**src/hdl/tpad_pkg.sv**
```systemverilog
`timescale 1ns / 1ps
package tpad_pkg;

  localparam int TIMER_WIDTH_DEF = 8;

  localparam int LEVEL_W    = 8;
  localparam int PRESCALE_W = 8;
  localparam int DIV_W      = 9;
  localparam int PULSE_W    = 10;
  localparam int MODE_W     = 2;

  // apb register map
  localparam int CFG_ADDR_W = 4;
  localparam int CFG_DATA_W = 32;
  localparam logic [1:0] REG_ON_THRESHOLD    = 2'd0;
  localparam logic [1:0] REG_OFF_THRESHOLD   = 2'd1;
  localparam logic [1:0] REG_PRESCALE_DIVIDE = 2'd2;
  localparam logic [1:0] REG_PULSE_TICKS     = 2'd3;

  // register reset values
  localparam logic [LEVEL_W-1:0] ON_THRESHOLD_RST    = 8'd210;
  localparam logic [LEVEL_W-1:0] OFF_THRESHOLD_RST   = 8'd10;
  localparam logic [DIV_W-1:0]   PRESCALE_DIVIDE_RST = 9'd32;
  localparam logic [PULSE_W-1:0] PULSE_TICKS_RST     = 10'd10;

  // output mode codes
  localparam logic [MODE_W-1:0] MODE_OFF   = 2'd0;
  localparam logic [MODE_W-1:0] MODE_ON    = 2'd1;
  localparam logic [MODE_W-1:0] MODE_PHASE = 2'd2;

  typedef struct packed {
    logic [LEVEL_W-1:0] on_threshold;
    logic [LEVEL_W-1:0] off_threshold;
    logic [DIV_W-1:0]   prescale_divide;
    logic [PULSE_W-1:0] pulse_ticks;
  } cfg_t;

endpackage

```
**src/hdl/tpad_cfg_regs.sv**
```systemverilog
`timescale 1ns / 1ps
module tpad_cfg_regs (
  input  logic                             clk,
  input  logic                             rst_n,
  input  logic                             psel,
  input  logic                             penable,
  input  logic                             pwrite,
  input  logic [tpad_pkg::CFG_ADDR_W-1:0]  paddr,
  input  logic [tpad_pkg::CFG_DATA_W-1:0]  pwdata,
  output logic [tpad_pkg::CFG_DATA_W-1:0]  prdata,
  output logic                             pready,
  output tpad_pkg::cfg_t                   cfg
);
  import tpad_pkg::*;

  cfg_t       cfg_r;
  cfg_t       cfg_nxt;
  logic       wr_en;
  logic [1:0] reg_idx;

  assign pready  = 1'b1;
  assign wr_en   = psel && penable && pwrite && pready;
  assign reg_idx = paddr[3:2];

  always_comb begin
    cfg_nxt = cfg_r;
    if (wr_en) begin
      case (reg_idx)
        REG_ON_THRESHOLD:    cfg_nxt.on_threshold    = pwdata[LEVEL_W-1:0];
        REG_OFF_THRESHOLD:   cfg_nxt.off_threshold   = pwdata[LEVEL_W-1:0];
        REG_PRESCALE_DIVIDE: cfg_nxt.prescale_divide = pwdata[DIV_W-1:0];
        REG_PULSE_TICKS:     cfg_nxt.pulse_ticks     = pwdata[PULSE_W-1:0];
        default:             cfg_nxt = cfg_r;
      endcase
    end
  end

  always_ff @(posedge clk) begin
    if (!rst_n) begin
      cfg_r.on_threshold    <= ON_THRESHOLD_RST;
      cfg_r.off_threshold   <= OFF_THRESHOLD_RST;
      cfg_r.prescale_divide <= PRESCALE_DIVIDE_RST;
      cfg_r.pulse_ticks     <= PULSE_TICKS_RST;
    end else begin
      cfg_r <= cfg_nxt;
    end
  end

  always_comb begin
    prdata = '0;
    case (reg_idx)
      REG_ON_THRESHOLD:    prdata = CFG_DATA_W'(cfg_r.on_threshold);
      REG_OFF_THRESHOLD:   prdata = CFG_DATA_W'(cfg_r.off_threshold);
      REG_PRESCALE_DIVIDE: prdata = CFG_DATA_W'(cfg_r.prescale_divide);
      REG_PULSE_TICKS:     prdata = CFG_DATA_W'(cfg_r.pulse_ticks);
      default:             prdata = '0;
    endcase
  end

  assign cfg = cfg_r;

endmodule

```
**src/hdl/tpad_step.sv**
```systemverilog
`timescale 1ns / 1ps
module tpad_step #(
  parameter int TIMER_WIDTH = tpad_pkg::TIMER_WIDTH_DEF
) (
  input  logic                          clk,
  input  logic                          rst_n,
  input  logic                          en,
  input  logic                          zero_cross,
  input  logic [tpad_pkg::LEVEL_W-1:0]  level,
  input  tpad_pkg::cfg_t                cfg,
  output logic                          gate,
  output logic [tpad_pkg::MODE_W-1:0]   mode
);
  import tpad_pkg::*;

  localparam logic [TIMER_WIDTH-1:0] TIMER_MAX = {TIMER_WIDTH{1'b1}};

  logic [PRESCALE_W-1:0]  prescale_r, prescale_nxt;
  logic [TIMER_WIDTH-1:0] timer_r, timer_nxt;
  logic                   armed_r, armed_nxt;
  logic [PULSE_W-1:0]     pulse_r, pulse_nxt;
  logic                   pend_r, pend_nxt;
  logic                   gate_r, gate_nxt;

  logic [DIV_W-1:0]       div_eff;
  logic [DIV_W-1:0]       pre_inc;
  logic [PULSE_W-1:0]     pulse_eff;
  logic [PULSE_W-1:0]     pulse_dec;
  logic                   wrapped;
  logic                   lvl_on;
  logic                   lvl_off;

  always_comb begin
    // divide of zero counts every tick, anything past 256 saturates
    if (cfg.prescale_divide == '0) begin
      div_eff = DIV_W'(1);
    end else if (cfg.prescale_divide > DIV_W'(256)) begin
      div_eff = DIV_W'(256);
    end else begin
      div_eff = cfg.prescale_divide;
    end
    pulse_eff = (cfg.pulse_ticks == '0) ? PULSE_W'(1) : cfg.pulse_ticks;
    pre_inc   = {1'b0, prescale_r} + DIV_W'(1);
    pulse_dec = pulse_r - PULSE_W'(1);
    lvl_on    = (level >= cfg.on_threshold);
    lvl_off   = (level <= cfg.off_threshold);
  end

  always_comb begin
    prescale_nxt = prescale_r;
    timer_nxt    = timer_r;
    armed_nxt    = armed_r;
    pulse_nxt    = pulse_r;
    pend_nxt     = pend_r;
    gate_nxt     = gate_r;
    wrapped      = 1'b0;
    mode         = MODE_PHASE;

    // free-running prescaler and timer
    if (pre_inc >= div_eff) begin
      prescale_nxt = '0;
      if (timer_r == TIMER_MAX) begin
        timer_nxt = '0;
        wrapped   = 1'b1;
      end else begin
        timer_nxt = timer_r + TIMER_WIDTH'(1);
      end
    end else begin
      prescale_nxt = pre_inc[PRESCALE_W-1:0];
    end

    if (lvl_on || lvl_off) begin
      mode      = lvl_on ? MODE_ON : MODE_OFF;
      gate_nxt  = lvl_on;
      armed_nxt = 1'b0;
      pulse_nxt = '0;
      pend_nxt  = 1'b0;
    end else if (pulse_r != '0) begin
      pulse_nxt = pulse_dec;
      if (pulse_dec != '0) begin
        gate_nxt = 1'b1;
        if (zero_cross) pend_nxt = 1'b1;
      end else begin
        gate_nxt = 1'b0;
        if (zero_cross || pend_r) begin
          timer_nxt    = TIMER_WIDTH'(level);
          prescale_nxt = '0;
          armed_nxt    = 1'b1;
          pend_nxt     = 1'b0;
        end
      end
    end else if (zero_cross) begin
      gate_nxt     = 1'b0;
      timer_nxt    = TIMER_WIDTH'(level);
      prescale_nxt = '0;
      armed_nxt    = 1'b1;
      pend_nxt     = 1'b0;
    end else if (wrapped && armed_r) begin
      gate_nxt  = 1'b1;
      pulse_nxt = pulse_eff;
      armed_nxt = 1'b0;
    end
  end

  assign gate = gate_nxt;

  always_ff @(posedge clk) begin
    if (!rst_n) begin
      prescale_r <= '0;
      timer_r    <= TIMER_MAX;
      armed_r    <= 1'b0;
      pulse_r    <= '0;
      pend_r     <= 1'b0;
      gate_r     <= 1'b0;
    end else if (en) begin
      prescale_r <= prescale_nxt;
      timer_r    <= timer_nxt;
      armed_r    <= armed_nxt;
      pulse_r    <= pulse_nxt;
      pend_r     <= pend_nxt;
      gate_r     <= gate_nxt;
    end
  end

  a_pulse_disarmed: assert property (@(posedge clk) disable iff (!rst_n)
    (pulse_r != '0) |-> !armed_r)
    else $error("armed while a gate pulse runs");

  a_pend_in_pulse: assert property (@(posedge clk) disable iff (!rst_n)
    pend_r |-> (pulse_r != '0))
    else $error("pending crossing outside a gate pulse");

  a_forced_clears: assert property (@(posedge clk) disable iff (!rst_n)
    (en && (mode != MODE_PHASE)) |=> (!armed_r && (pulse_r == '0) && !pend_r))
    else $error("forced mode left phase state behind");

endmodule

```
**src/hdl/triac_phase_angle_dimmer.sv**
```systemverilog
`timescale 1ns / 1ps
// path: a tick transaction is held in the input register, then its result in the result register
// throughput: one tick transaction per clock cycle, sustained while out_tready stays high
// the input register refills in the cycle its tick moves on to the result register
// reset (rst_n low, synchronous): pipeline empty, timer all ones, prescaler, pulse,
// armed, pending crossing and gate cleared, registers back to 210 / 10 / 32 / 10
module triac_phase_angle_dimmer #(
  parameter int TIMER_WIDTH = tpad_pkg::TIMER_WIDTH_DEF
) (
  input  logic                             clk,
  input  logic                             rst_n,
  // tick input stream
  input  logic                             in_tvalid,
  output logic                             in_tready,
  input  logic [15:0]                      in_tdata,   // [0] zero_cross, [8:1] level, rest zero
  // result stream
  output logic                             out_tvalid,
  input  logic                             out_tready,
  output logic [7:0]                       out_tdata,  // [0] gate, [2:1] mode, rest zero
  // configuration port
  input  logic                             cfg_psel,
  input  logic                             cfg_penable,
  input  logic                             cfg_pwrite,
  input  logic [tpad_pkg::CFG_ADDR_W-1:0]  cfg_paddr,
  input  logic [tpad_pkg::CFG_DATA_W-1:0]  cfg_pwdata,
  output logic [tpad_pkg::CFG_DATA_W-1:0]  cfg_prdata,
  output logic                             cfg_pready
);
  import tpad_pkg::*;

  cfg_t               cfg;

  // input register
  logic               in_vld_r, in_vld_nxt;
  logic               in_cross_r;
  logic [LEVEL_W-1:0] in_level_r;

  // result register
  logic               out_vld_r, out_vld_nxt;
  logic               out_gate_r;
  logic [MODE_W-1:0]  out_mode_r;

  logic               step_gate;
  logic [MODE_W-1:0]  step_mode;
  logic               advance;
  logic               in_xfer;

  tpad_cfg_regs u_cfg (
    .clk     (clk),
    .rst_n   (rst_n),
    .psel    (cfg_psel),
    .penable (cfg_penable),
    .pwrite  (cfg_pwrite),
    .paddr   (cfg_paddr),
    .pwdata  (cfg_pwdata),
    .prdata  (cfg_prdata),
    .pready  (cfg_pready),
    .cfg     (cfg)
  );

  // the held tick moves on when the result register is free or being drained
  assign advance   = in_vld_r && (!out_vld_r || out_tready);
  assign in_tready = !in_vld_r || advance;
  assign in_xfer   = in_tvalid && in_tready;

  // one tick of the dimmer state per advance
  tpad_step #(
    .TIMER_WIDTH (TIMER_WIDTH)
  ) u_step (
    .clk        (clk),
    .rst_n      (rst_n),
    .en         (advance),
    .zero_cross (in_cross_r),
    .level      (in_level_r),
    .cfg        (cfg),
    .gate       (step_gate),
    .mode       (step_mode)
  );

  always_comb begin
    in_vld_nxt  = in_xfer ? 1'b1 : (advance ? 1'b0 : in_vld_r);
    out_vld_nxt = advance ? 1'b1 : ((out_vld_r && out_tready) ? 1'b0 : out_vld_r);
  end

  always_ff @(posedge clk) begin
    if (!rst_n) begin
      in_vld_r  <= 1'b0;
      out_vld_r <= 1'b0;
    end else begin
      in_vld_r  <= in_vld_nxt;
      out_vld_r <= out_vld_nxt;
    end
  end

  // payload registers, no reset
  always_ff @(posedge clk) begin
    if (in_xfer) begin
      in_cross_r <= in_tdata[0];
      in_level_r <= in_tdata[8:1];
    end
    if (advance) begin
      out_gate_r <= step_gate;
      out_mode_r <= step_mode;
    end
  end

  assign out_tvalid = out_vld_r;
  assign out_tdata  = {5'b0, out_mode_r, out_gate_r};

endmodule
```
**config.mk**
```make
export PLATFORM = sky130hd
export DESIGN_NAME = triac_phase_angle_dimmer
export DESIGN_NICKNAME = d
export VERILOG_FILES = /design/src/hdl/tpad_pkg.sv /design/src/hdl/tpad_cfg_regs.sv /design/src/hdl/tpad_step.sv /design/src/hdl/triac_phase_angle_dimmer.sv
export SDC_FILE = /design/constraint.sdc
export NUM_CORES = 1
export LEC_CHECK = 0
export ABC_AREA = 1
export BUFFER_PORTS_ARGS = -buffer_cell sky130_fd_sc_hd__clkbuf_2
export CELL_PAD_IN_SITES_DETAIL_PLACEMENT = 0
export CELL_PAD_IN_SITES_GLOBAL_PLACEMENT = 1
export CORE_ASPECT_RATIO = 0.75
export CORE_MARGIN = 2
export CORE_UTILIZATION = 30
export CTS_CLUSTER_SIZE = 16
export DETAILED_ROUTE_END_ITERATION = 6
export PLACE_DENSITY_LB_ADDON = 0.1
export SETUP_SLACK_MARGIN = 0.2
export SKIP_LAST_GASP = 1
export SYNTH_ARGS = -nofsm -noshare
export SYNTH_HDL_FRONTEND = slang
export SYNTH_SLANG_ARGS = --single-unit
```
**constraint.sdc**
```tcl
create_clock -name clk -period 6.02 [get_ports clk]
set_clock_uncertainty 0.05 [all_clocks]
set_input_delay 1.806 -clock clk [delete_from_list [all_inputs] [get_ports clk]]
set_output_delay 1.806 -clock clk [all_outputs]
set_load 0.05 [all_outputs]
```
==> results of run 1 <==
-- cell type report --
| cell class | count | area share |
|---|---|---|
| Sequential cell | 78 | 0.304 |
| Clock buffer | 11 | 0.0477 |
| Inverter | 98 | 0.0669 |
| Tap cell | 210 | 0.0474 |
| Clock inverter | 5 | 0.00700 |
| Multi-Input combinational cell | 509 | 0.485 |
| Timing Repair Buffer | 45 | 0.0420 |
-- power breakdown --
group | internal [mW] | leakage, nW | switching [mW] | total, mW
Clock | 0.318 | 0.147 | 0.242 | 0.560
Combinational | 0.130 | 1.79 | 0.331 | 0.461
Sequential | 0.560 | 0.655 | 0.0297 | 0.589
-- flip-flops by register name, indices dropped and copies added (netlist names) --
signal             cells
in_cross_r             1
in_level_r             8
in_vld_r               1
out_gate_r             1
out_mode_r             2
out_tvalid             1
u_cfg.cfg             35
u_step.armed_r         1
u_step.gate_r          1
u_step.pend_r          1
u_step.prescale_r      8
u_step.pulse_r        10
u_step.timer_r         8
-- final timing paths --
check | slack (ps) | to | from | depth (start not counted)
setup / recovery | 960 | cfg_prdata[1] | cfg_paddr[3] | 8
hold / removal | 430 | u_step.timer_r[3] | u_step.timer_r[3] | 2
setup reg to reg | 2410 | u_step.pulse_r[3] | u_step.prescale_r[0] | 16
hold reg to reg | 430 | u_step.timer_r[3] | u_step.timer_r[3] | 2
-- critical path: stages --
cell and delay (ps):
clkbuf_2 110, inv_1 40, nor2_1 280, inv_1 220, o22ai_1 210, a21oi_1 60
o21ai_0 130, clkbuf_2 330
-- layout by cell type, fill, tap and decap left out, types with 2 or more instances in the layout --
cell type  Yosys  routed
nand2_1      129     129
inv_1         92      92
nor2_1        75      75
o21ai_0       66      66
dfxtp_1       66      66
a21oi_1       60      60
nand3_1       47      47
clkbuf_2       0      42
ha_1          29      29
conb_1         2      28
nand4_1       19      19
edfxtp_1      12      12
o211ai_1      10      10
clkbuf_16      0      10
xor2_1         9       9
o22ai_1        5       5
clkinv_1       3       3
nand3b_1       3       3
nand2_4        3       3
nor2_2         3       3
buf_4         31       3
o21bai_1       2       2
o21a_1         2       2
nor2_8         2       2
inv_2          2       2
a31oi_1        2       2
nand2_2        2       2
nor4_1         2       2
nand3_2        2       2
nor3_1         2       2
clkinv_4       0       2
-- per-layer routing --
layer	track usage	vias up	share of wire
li1	-	2345	-
met1	0.244	2050	0.54
met2	0.244	92	0.40
met3	0.0366	11	0.041
met4	0.0474	0	0.012
met5	0	-	0
-- logic make-up after synthesis --
kind of cell               after synthesis  share of synthesized area
DFF                                     78                      0.340
adders and majority gates               29                     0.0733
other                                    2                    0.00152
xor gates and xnor gates                 9                     0.0159
and+or+nand+nor                        293                      0.270
buffers and inverters                  146                      0.137
AOI/OAI and AO/OA                      150                      0.162
==> impl_metrics.toml, run 1 <==
[timing]
slew_viol_final = 0
hold_viol_final = 0
setup_tns_ps = 0
rsz0062_at_grt = "false"
layout_min_cycle_time_ps = 5060
worstMarginPinSlew_ps = 694
fin_ws_ps = 962
period_share = 0.840
setup_violations = 0
hold_slack_ps = 433
slew-limit-headroom = 0.536
fmax_mhz = 198

[yosys]
ys_top_cells_by_area = "dfxtp_1, nand2_1, ha_1"
yosys.area.top_type_share = 0.267
synth_seq_cells = 78
synth_warnings = 0
avgSynthCellArea_um2 = 7.00
syn_area_um2 = 4950
synthArstFlopShare = 0
synth_commonest_cells = "nand2_1, inv_1, nor2_1"
synth_top_flop_cell = "dfxtp_1"
synth-edff-count = 12
syn_inst = 707
yosys.area.top_type = "dfxtp_1"
synth_most_common_cell = "nand2_1"
yosys.cell_types.count = 39
ys_seq_area_frac = 0.340

[clock_network]
clkTransAtPathRegs_ps = 60
cts_tree = "yes"
cts.sinks = 78
cts_setup_buffers = 0
worst_skew_pair.late_latency_ps = 350
clk_path_buf_depth = 2
cts_buffers = 9
holdBufCountCts = 0
cts_resized = 0
cts_root_buf = "clkbuf_16"
cts_htree_levels = 3

[detailed_routing]
wire_per_inst_um = 15.0
drtAntennaViolNets = 0
first_iter_violations = 299
vias = 4498
drcViolationCount = 0
vias_per_cell = 4.71
postRouteWirelength_um = 14300
first_pass_iters = 5

[pwr]
powerDensity_nw_per_um2 = 291
p_leak_nw = 2.59
power_mw = 1.61
ir_drop_mv = 0.116

[cells_and_area]
final_util = 0.345
antenna_cells = 0
fin_cells = 956
drive_gt1_frac = 0.106
design_area_um2 = 5540
fillers = 1737
regArea_um2 = 1680
nets = 829
multi_input_area_um2 = 2690
area_growth_pct = 11.9

[critical_path]
cp.arrival_ps = 3200
cp_max_fo = 6
cp-end-kind = "output port"
crit_type = "primary input to output port"
worstPathRequired_ps = 4160
startpoint_type = "primary input"

[global_routing]
grt_max_degree = 36
grt_pass1_wl_um = 22700
grt_antenna_before_repair = 0
grt_usage = 0.166
globalRoute.totalOverflow = 0
grt_pass1_vias = 4159

[floorplanning]
dieHeight_um = 115
ios = 102
die_x_um = 152
dieArea_um2 = 17600
core_um2 = 16100
row_count = 40
start_util = 0.308

[hold_path]
hold_class = "register to register"

[status]
run_status = "finished clean"

[placement]
preCtsSetupSlack_ps = 982
place.gp.congestion = 0.812
numPortBuffers = 42
placed_cells = 940
place_area_um2 = 5240
hpwl_um = 11100

[job]
maxCapViolCount = 0
No activity file was read; power rests on OpenSTA's default activity.
==> run 2: changes to the inputs <==
--- a/config.mk
+++ b/config.mk
@@ -5,7 +5,7 @@
 export SDC_FILE = /design/constraint.sdc
 export NUM_CORES = 1
 export LEC_CHECK = 0
-export ABC_AREA = 1
+export ABC_AREA = 0
 export BUFFER_PORTS_ARGS = -buffer_cell sky130_fd_sc_hd__clkbuf_2
 export CELL_PAD_IN_SITES_DETAIL_PLACEMENT = 0
 export CELL_PAD_IN_SITES_GLOBAL_PLACEMENT = 1
==> constraint.sdc (replaced) <==
create_clock -name clk -period 5.1 [get_ports clk]
set_clock_uncertainty 0.05 [all_clocks]
set_input_delay 1.53 -clock clk [delete_from_list [all_inputs] [get_ports clk]]
set_output_delay 1.53 -clock clk [all_outputs]
set_load 0.05 [all_outputs]
==> run 2 against run 1 <==
  * Hold slack got worse by 20 ps
  * Highest routed layer unchanged
  * Count of clock-buffer cells in the layout increased by 1
  * Largest cell class unchanged
  * Global-route usage increased by 1.3 points
  * Critical path depth decreased by 5
  * Synthesized cell count decreased by 21%
==> impl_metrics.toml, run 2 <==
[placement]
placed_cells = 785
numPortBuffers = 42
place.gp.congestion = 0.818
hpwl_um = 10500

[cells_and_area]
fillers = 1613
drive_gt1_frac = 0.138
largest_reg_flops = 35
layout_commonest_cell = "nand2_1"
final_cell_mix = "nand2_1, dfxtp_1, a21oi_1, clkbuf_2, nor2_1"
nets = 679
fin_cells = 801
area_growth_pct = 12.1
antenna_cells = 0

[hold_path]
hold_start = "u_step.prescale_r[5]"
whs_endpoint = "u_step.prescale_r[5]"
hold_class = "register to register"
hold_depth = 2

[clock_network]
worst_skew_pair.late_latency_ps = 350
clkTransAtPathRegs_ps = 60
cts_tree = "yes"
cts_setup_buffers = 0
cts.sinks = 78
cts_resized = 0
cts_root_buf = "clkbuf_16"
cts_htree_levels = 3
cts_buffers = 9
holdBufCountCts = 0
clk_path_buf_depth = 2

[detailed_routing]
wire_per_inst_um = 17.9
drtAntennaViolNets = 0
vias = 4029
first_pass_iters = 4
postRouteWirelength_um = 14400
vias_per_cell = 5.03
drcViolationCount = 0
first_iter_violations = 268

[pwr]
ir_drop_mv = 0.134
power_mw = 1.52
clkPwrFrac = 0.416
p_seq_frac = 0.436
p_int_mw = 1.06
combPwrFrac = 0.148
powerDensity_nw_per_um2 = 289
sw_frac_of_total = 0.302
p_sw_mw = 0.459
p_leak_nw = 2.06

[timing]
setup_tns_ps = 0
fmax_mhz = 228
worstMarginPinSlew_ps = 827
period_share = 0.860
setup_violations = 0
rsz0062_at_grt = "false"
slew-limit-headroom = 0.444
hold_viol_final = 0
layout_min_cycle_time_ps = 4390
slew_viol_final = 0

[critical_path]
startpoint_type = "primary input"
cp_max_fo = 16
rr_startpoint = "u_step.prescale_r[0]"
cp-end-kind = "output port"
cp.arrival_ps = 2810
worstPathRequired_ps = 3520
rr_worst_depth = 10
crit_type = "primary input to output port"
r2r_end = "u_step.pulse_r[9]"
reg2reg_slack_ps = 1370

[floorplanning]
core_um2 = 15300
ios = 102
row_count = 39
dieHeight_um = 112
dieArea_um2 = 16700
die_x_um = 148
start_util = 0.307

[yosys]
ys_top_cells_by_area = "dfxtp_1, ha_1, edfxtp_1"
synth_seq_cells = 78
ys_seq_area_frac = 0.358
synth_commonest_cells = "nand2_1, dfxtp_1, a21oi_1"
yosys.cell_types.count = 60
synthArstFlopShare = 0
yosys.area.top_type_share = 0.282
syn_inst = 562
yosys.area.top_type = "dfxtp_1"
synth_top_flop_cell = "dfxtp_1"
syn_area_um2 = 4690
synth_warnings = 0
synth_most_common_cell = "nand2_1"
synth-edff-count = 12
avgSynthCellArea_um2 = 8.35

[status]
run_status = "finished clean"

[job]
maxCapViolCount = 0

[global_routing]
grt_max_degree = 35
grt_pass1_vias = 3997
globalRoute.totalOverflow = 0
grt_antenna_before_repair = 0
grt_usage = 0.180
grt_pass1_wl_um = 22600
[run 2: layout make-up]
cell class	instances	area (um^2)	area share
clock buffers	12	256	0.0488
clock inverters	4	26.3	0.00500
inverters	28	105	0.0200
multi-input cells	425	2670	0.508
flip-flops and latches	78	1680	0.320
well taps	205	256	0.0488
repair buffers	49	263	0.0500
[run 2: metrics by stage]
stage          hold slack [ps]  utilization  worst slack [ps]  area [um^2]
6_report                   413        0.344               714         5260
4_1_cts                    421        0.344               687         5260
3_5_place_dp               412        0.326               680         4980
5_1_grt                    441        0.344               650         5260
3_3_place_gp               395        0.326               694         4980
2_1_floorplan              386            -               456         4790
[run 2: logic make-up (layout without fill, tap and decap cells)]
| kind of cell | Yosys count | in the layout | synth area share |
|---|---|---|---|
| buffers and inverters | 85 | 93 | 0.0933 |
| xor gates and xnor gates | 10 | 10 | 0.0187 |
| DFF | 78 | 78 | 0.358 |
| and+or+nand+nor | 221 | 221 | 0.223 |
| other | 2 | 28 | 0.00160 |
| muxes | 19 | 19 | 0.0621 |
| adders and majority gates | 29 | 29 | 0.0773 |
| AOI/OAI and AO/OA | 118 | 118 | 0.166 |
[run 2: worst max-delay path, cell delays in order]
cell and delay [ps]:
clkbuf_2 410, mux4_2 590, clkbuf_2 260
[run 2: worst max path at each step]
stage                          endpoint          from  cells past startpoint
after floorplan           cfg_prdata[8]  cfg_paddr[2]                      4
after global placement    cfg_prdata[7]  cfg_paddr[2]                      3
after detailed placement  cfg_prdata[7]  cfg_paddr[2]                      3
after CTS                 cfg_prdata[7]  cfg_paddr[2]                      3
after global routing      cfg_prdata[7]  cfg_paddr[2]                      3
final                     cfg_prdata[5]  cfg_paddr[2]                      3
[run 2: metal layers]
metal,global-route usage,share of wire,wire length (um),vias up
li1,-,-,-,2024
met1,0.262,0.50,7240,1882
met2,0.260,0.42,5980,106
met3,0.0455,0.061,877,17
met4,0.0565,0.017,247,0
met5,0,0,0,-
[run 2: power groups by stage]
stage / combinational (mW) / sequential [mW] / clock, mW
2_1_floorplan: 0.185 / 0.671 / 0
3_3_place_gp: 0.225 / 0.676 / 0
3_5_place_dp: 0.225 / 0.676 / 0
4_1_cts: 0.227 / 0.662 / 0.651
5_1_grt: 0.245 / 0.665 / 0.671
6_report: 0.225 / 0.663 / 0.632
